$ cat src/mpqu_pkg.sv
// Shared types and codes for the unsorted-array max priority queue.
`default_nettype none

package mpqu_pkg;

    // Operation carried on the request side.
    localparam logic KIND_ENQ = 1'b0;
    localparam logic KIND_DEQ = 1'b1;

    // Status codes carried with every result.
    localparam logic [1:0] ST_OK    = 2'd0;
    localparam logic [1:0] ST_FULL  = 2'd1;
    localparam logic [1:0] ST_EMPTY = 2'd2;

    localparam int VALUE_W = 32;
    localparam int FILL_W  = 4;
    localparam int STATUS_W = 2;
    localparam int OUT_DATA_W = 40;

    typedef enum logic [3:0] {
        S_IDLE  = 4'b0001,
        S_SCAN  = 4'b0010,
        S_SHIFT = 4'b0100,
        S_FIN   = 4'b1000
    } state_t;

endpackage

`default_nettype wire

$ cat src/max_priority_queue_unsorted.sv
// Bounded max priority queue kept as an unsorted array in arrival order.
//
// Requests arrive on the s_axis channel: tuser holds the operation (enqueue
// or dequeue largest) and tdata the signed value to enqueue. Each request
// gives exactly one result on the m_axis channel with a status in tuser and
// the removed value and fill count in tdata.
// An enqueue or a request that hits a full or empty queue passes from the
// idle state to the final step, which loads the result register, and the
// sequencer then returns to idle for the next request. A dequeue passes
// through the scan and shift steps before the final step: the single read
// port of the entry memory is swept once for the maximum search, with one
// signed comparator, and then again from the position of the largest entry
// to close the gap, one entry a cycle.
// s_axis_tready is high only while the sequencer is idle; one request is in
// work at a time. A finished result waits in the output register while the
// receiver stalls, and the next request is still accepted meanwhile; the
// sequencer holds its final step until the output register is free.
// Reset empties the queue and clears the output valid; the entry memory
// itself is not cleared, since only written entries are ever read.
`default_nettype none

module max_priority_queue_unsorted
    import mpqu_pkg::*;
#(
    parameter int DEPTH = 8
) (
    input  wire logic                  clk,
    input  wire logic                  rst_n,
    input  wire logic                  s_axis_tvalid,
    output logic                       s_axis_tready,
    input  wire logic [VALUE_W-1:0]    s_axis_tdata,   // [31:0] value
    input  wire logic                  s_axis_tuser,   // [0] kind
    output logic                       m_axis_tvalid,
    input  wire logic                  m_axis_tready,
    output logic [OUT_DATA_W-1:0]      m_axis_tdata,   // [31:0] result_value, [35:32] fill_count
    output logic [STATUS_W-1:0]        m_axis_tuser    // [1:0] status
);

    localparam int AW = (DEPTH > 1) ? $clog2(DEPTH) : 1;
    localparam int CW = $clog2(DEPTH + 1);
    localparam logic [CW-1:0] FULL_COUNT = CW'(DEPTH);

    logic [VALUE_W-1:0] mem [DEPTH];
    logic [VALUE_W-1:0] rd_data_reg;
    logic [AW-1:0]      rd_addr;
    logic [AW-1:0]      wr_addr;
    logic [VALUE_W-1:0] wr_data;
    logic               wr_en;

    state_t             state_reg, state_next;
    logic [CW-1:0]      count_reg, count_next;
    logic [AW-1:0]      idx_reg, idx_next;
    logic [VALUE_W-1:0] best_reg, best_next;
    logic [AW-1:0]      best_idx_reg, best_idx_next;
    logic [STATUS_W-1:0] status_reg, status_next;

    logic               out_valid_reg, out_valid_next;
    logic [OUT_DATA_W-1:0] out_data_reg, out_data_next;
    logic [STATUS_W-1:0] out_user_reg, out_user_next;

    logic               take;
    logic               scan_last;
    logic [AW-1:0]      shift_dest;
    logic               out_free;

    // Entry memory: one write and one registered read per cycle.
    always_ff @(posedge clk)
    begin
        if (wr_en)
        begin
            mem[wr_addr] <= wr_data;
        end
        rd_data_reg <= mem[rd_addr];
    end

    assign out_free = !out_valid_reg || m_axis_tready;

    // The shared comparator: the entry in the read register against the best so far.
    // Strictly greater keeps the oldest of equal maxima.
    assign take       = (idx_reg == '0) || ($signed(rd_data_reg) > $signed(best_reg));
    assign scan_last  = (CW'(idx_reg) + CW'(1)) == count_reg;
    assign shift_dest = take ? idx_reg : best_idx_reg;

    always_comb
    begin
        state_next     = state_reg;
        count_next     = count_reg;
        idx_next       = idx_reg;
        best_next      = best_reg;
        best_idx_next  = best_idx_reg;
        status_next    = status_reg;
        out_valid_next = out_valid_reg && !m_axis_tready;
        out_data_next  = out_data_reg;
        out_user_next  = out_user_reg;
        rd_addr        = idx_reg + AW'(1);
        wr_addr        = AW'(count_reg);
        wr_data        = s_axis_tdata;
        wr_en          = 1'b0;

        case (state_reg)
            S_IDLE:
            begin
                if (s_axis_tvalid)
                begin
                    best_next   = '0;
                    status_next = ST_OK;
                    state_next  = S_FIN;
                    if (s_axis_tuser == KIND_ENQ)
                    begin
                        if (count_reg == FULL_COUNT)
                        begin
                            status_next = ST_FULL;
                        end
                        else
                        begin
                            wr_en      = 1'b1;
                            count_next = count_reg + CW'(1);
                        end
                    end
                    else if (count_reg == '0)
                    begin
                        status_next = ST_EMPTY;
                    end
                    else
                    begin
                        rd_addr    = '0;
                        idx_next   = '0;
                        state_next = S_SCAN;
                    end
                end
            end
            S_SCAN:
            begin
                if (take)
                begin
                    best_next     = rd_data_reg;
                    best_idx_next = idx_reg;
                end
                if (scan_last)
                begin
                    // Prefetch the entry that moves into the freed slot.
                    rd_addr    = shift_dest + AW'(1);
                    idx_next   = shift_dest;
                    state_next = S_SHIFT;
                end
                else
                begin
                    idx_next = idx_reg + AW'(1);
                end
            end
            S_SHIFT:
            begin
                if ((CW'(idx_reg) + CW'(1)) < count_reg)
                begin
                    wr_en    = 1'b1;
                    wr_addr  = idx_reg;
                    wr_data  = rd_data_reg;
                    rd_addr  = idx_reg + AW'(2);
                    idx_next = idx_reg + AW'(1);
                end
                else
                begin
                    count_next = count_reg - CW'(1);
                    state_next = S_FIN;
                end
            end
            S_FIN:
            begin
                if (out_free)
                begin
                    out_valid_next = 1'b1;
                    out_user_next  = status_reg;
                    out_data_next  = {4'b0000, FILL_W'(count_reg), best_reg};
                    state_next     = S_IDLE;
                end
            end
            default:
            begin
                state_next = S_IDLE;
            end
        endcase
    end

    always_ff @(posedge clk or negedge rst_n)
    begin
        if (!rst_n)
        begin
            state_reg     <= S_IDLE;
            count_reg     <= '0;
            out_valid_reg <= 1'b0;
        end
        else
        begin
            state_reg     <= state_next;
            count_reg     <= count_next;
            out_valid_reg <= out_valid_next;
        end
    end

    always_ff @(posedge clk)
    begin
        idx_reg      <= idx_next;
        best_reg     <= best_next;
        best_idx_reg <= best_idx_next;
        status_reg   <= status_next;
        out_data_reg <= out_data_next;
        out_user_reg <= out_user_next;
    end

    assign s_axis_tready = (state_reg == S_IDLE);
    assign m_axis_tvalid = out_valid_reg;
    assign m_axis_tdata  = out_data_reg;
    assign m_axis_tuser  = out_user_reg;

    // The fill count never passes the capacity.
    a_count_bound: assert property (@(posedge clk) disable iff (!rst_n)
        count_reg <= FULL_COUNT)
        else $error("entry count exceeds capacity");

    // A new result appears only from the final step of the sequencer.
    a_result_source: assert property (@(posedge clk) disable iff (!rst_n)
        $rose(out_valid_reg) |-> $past(state_reg == S_FIN))
        else $error("result raised outside the final step");

    // The maximum search never starts or runs past the held entries.
    a_scan_range: assert property (@(posedge clk) disable iff (!rst_n)
        (state_reg == S_SCAN) |-> (CW'(idx_reg) < count_reg))
        else $error("scan index beyond held entries");

    // Closing the gap only happens on a non-empty queue.
    a_shift_nonempty: assert property (@(posedge clk) disable iff (!rst_n)
        (state_reg == S_SHIFT) |-> (count_reg != '0))
        else $error("shift on an empty queue");

endmodule

`default_nettype wire
$ cat config.mk
export PLATFORM = sky130hd
export DESIGN_NAME = max_priority_queue_unsorted
export DESIGN_NICKNAME = d
export VERILOG_FILES = /design/src/mpqu_pkg.sv /design/src/max_priority_queue_unsorted.sv
export SDC_FILE = /design/constraint.sdc
export NUM_CORES = 1
export LEC_CHECK = 0
export ABC_AREA = 1
export BUFFER_PORTS_ARGS = -buffer_cell sky130_fd_sc_hd__buf_4
export CAP_MARGIN = 20
export CORE_MARGIN = 10
export CORE_UTILIZATION = 38
export CTS_CLUSTER_DIAMETER = 100
export DETAILED_ROUTE_END_ITERATION = 12
export PLACE_DENSITY = 0.59
export SYNTH_ARGS = -nofsm -noshare
export SYNTH_HDL_FRONTEND = slang
export SYNTH_SLANG_ARGS = --single-unit
$ cat constraint.sdc
create_clock -name clk -period 9.3 [get_ports clk]
set_input_delay 0.93 -clock clk [delete_from_list [all_inputs] [get_ports clk]]
set_output_delay 0.93 -clock clk [all_outputs]
set_load 0.005 [all_outputs]
==> results.json <==
{
  "status": "completed",
  "fin_ws_ps": 3870,
  "tightest_slew_ps": 1160,
  "overflow": 0,
  "ios": 81,
  "slew_viol_final": 0,
  "cp_data_required_time_ps": 9800,
  "ctsResizeCount": 0,
  "grt_pass1_vias": 11300,
  "r2r_slack_ps": 3870,
  "final_cell_mix": "nand2_1, inv_1, edfxtp_1",
  "gp_congestion": 0.770,
  "num_vias": 11600,
  "synth_top_area_share_pct": 58.4,
  "period_share_pct": 58.3,
  "ys_seq_area_share_pct": 63.4,
  "die-area_sq_um": 54100,
  "grt_pass1_wl_mm": 63.8,
  "tns_ps": 0,
  "clk_pin_slew_ps": 60,
  "ys.flop_type": "edfxtp_1",
  "fp.dieH_um": 233,
  "drtPass1Iterations": 5,
  "ctsHoldBuffers": 0,
  "timing.fmax_ghz": 0.184,
  "cts_sinks": 375,
  "finalHoldViolations": 0,
  "hold_ws_ps": 194,
  "regArea_sq_um": 10900,
  "grt_max_degree": 88,
  "tritoncts.num_buffers": 41,
  "num_antenna_cells": 0,
  "min_period_ps": 5430,
  "ant_nets": 0,
  "pre_cts_slack_ps": 4040,
  "io_buffers": 76,
  "synth_cells": 1705,
  "crit_start": "idx_reg[0]",
  "setup_viol_count_final": 0,
  "root_buffer": "clkbuf_16",
  "insertion_delay_ps": 560,
  "async_flop_share_pct": 2.40,
  "vias_per_cell": 4.87,
  "fin_nets": 1838,
  "dp_hpwl_mm": 22.8,
  "rsz0062_at_grt": "false",
  "post-cts-setup-buffers": 0,
  "fillers": 4180,
  "synth.area.top_cells": "edfxtp_1, nand2_1, inv_1, nand4_1, nand3_1",
  "wl_mm": 41.0,
  "final_common_cell": "nand2_1",
  "ir_worst_vdd_mv": 0.309,
  "yosysTopAreaCell": "edfxtp_1",
  "grtUsageTotal_pct": 15.1,
  "wl_per_cell_um": 17.2,
  "multi_input_area_sq_um": 4470,
  "syn_to_final_growth_pct": 14.5,
  "hold_class": "in2async",
  "start_util_pct": 38.6,
  "cts.path.max_buffers": 3,
  "powerDensity_nw_per_um2": 369,
  "synth_area_sq_um": 17200,
  "largest_register_ffs": 256,
  "coreArea_sq_um": 44500,
  "critPathKind": "reg2reg",
  "crit_path_start_kind": "flop",
  "cap_viol_max_count": 0,
  "drt_iter0_drc": 887,
  "final_util_pct": 44.2,
  "finClkSkew_ps": 27.9,
  "r2r-start": "idx_reg[0]",
  "dpl.cell_count": 2306,
  "critPathMaxFanout": 80,
  "synth_edf_count": 334,
  "cp.arrival_ps": 5930,
  "antenna_found_initial": 0,
  "leakage_nw": 8.82,
  "slew_headroom_pct": 22.1,
  "stdcell_count": 2382,
  "rows": 77,
  "yosysWarnings": 0,
  "postSynthAreaPerCell_sq_um": 10.1,
  "critPathCaptureType": "flop",
  "largest-register": "mem",
  "cts_tree": "done",
  "drive_above_1_share_pct": 10.9,
  "die_x_um": 233,
  "synth.distinct_cells": 36,
  "drc_errors": 0,
  "cts_htree_levels": 2,
  "ys_seq_elements": 375
}
path summary, 6_finish.rpt:
kind | end | cells after the start
hold reg to reg | m_axis_tuser[0] | 0
max in group asynchronous | state_reg[0] | 1
setup reg to reg | rd_data_reg[8] | 21
hold / removal | count_reg[2] | 1
min in group clk | m_axis_tuser[0] | 0
setup / recovery | rd_data_reg[8] | 21
critical path, cell delays in order, from the launching register on:
cell and delay, ps:
edfxtp_1 460, ha_1 250, xnor2_1 320, inv_1 90, ha_1 280, nand2_1 40, inv_1 60, o21ai_0 110
nand2_1 130, nor2_2 60, inv_2 440, buf_4 530, nor2_2 110, a21oi_4 120, buf_4 450, nand3_4 610
buf_4 600, nand2_1 180, nand3_1 80, nand2_1 110, nand2_1 50, nand2_1 100
where the power goes:
group          internal, mW  switching [mW]  total, mW
Combinational         0.975            2.17       3.15
Sequential             2.23           0.134       2.36
Clock                  1.09           0.665       1.76
Total                  4.29            2.97       7.26
metrics by stage:
step           cell area [sq um]  power [mW]
2_1_floorplan              17200        4.80
3_3_place_gp               18200        5.49
3_5_place_dp               18200        5.53
4_1_cts                    19700        7.31
5_1_grt                    19700        7.81
6_report                   19700        7.26
routing by layer:
metal	vias up	share of wire, %	GRT usage [%]	routed length, um
met1	5501	43	18.9	17600
li1	5684	-	-	-
met2	344	48	25.3	19700
met4	0	2.3	4.59	932
met5	-	0	0	0
met3	66	6.7	3.48	2760
cells by family (layout without fill, tap and decap cells):
| kind of cell | Yosys count | count (layout) | synth area share (%) |
|---|---|---|---|
| AO/OA/AOI/OAI | 80 | 80 | 2.41 |
| XOR/XNOR | 5 | 5 | 0.255 |
| adder cells (fa/ha/maj) | 43 | 43 | 3.17 |
| buffers and inverters | 459 | 541 | 11.1 |
| flip-flops | 375 | 375 | 63.4 |
| other | 1 | 4 | 0.0218 |
| AND/OR/NAND/NOR | 742 | 742 | 19.6 |
Yosys cell counts (2+ instances only):
library cell and instances:
buf_1 5, nor2_1 63, nand2_2 3, buf_6 10, ha_1 42, o21ai_0 54
buf_2 40, xor2_1 2, nand4_1 131, xnor2_1 3, nand3_2 2, nand2_1 388
nor2_2 4, dfrtp_1 8, clkbuf_1 19, a21oi_1 21, and2_1 2, inv_2 6
a21o_1 2, edfxtp_1 334, buf_4 16, dfxtp_1 32, nand3_1 143, inv_1 363
layout make-up:
cell class	count	share of cell area (%)
Sequential cell	375	55.4
Clock inverter	21	1.60
Inverter	369	7.04
Multi-Input combinational cell	874	22.7
Timing Repair Buffer	97	3.70
Clock buffer	54	5.83
Tap cell	592	3.76
No activity file was read; power rests on OpenSTA's default activity.
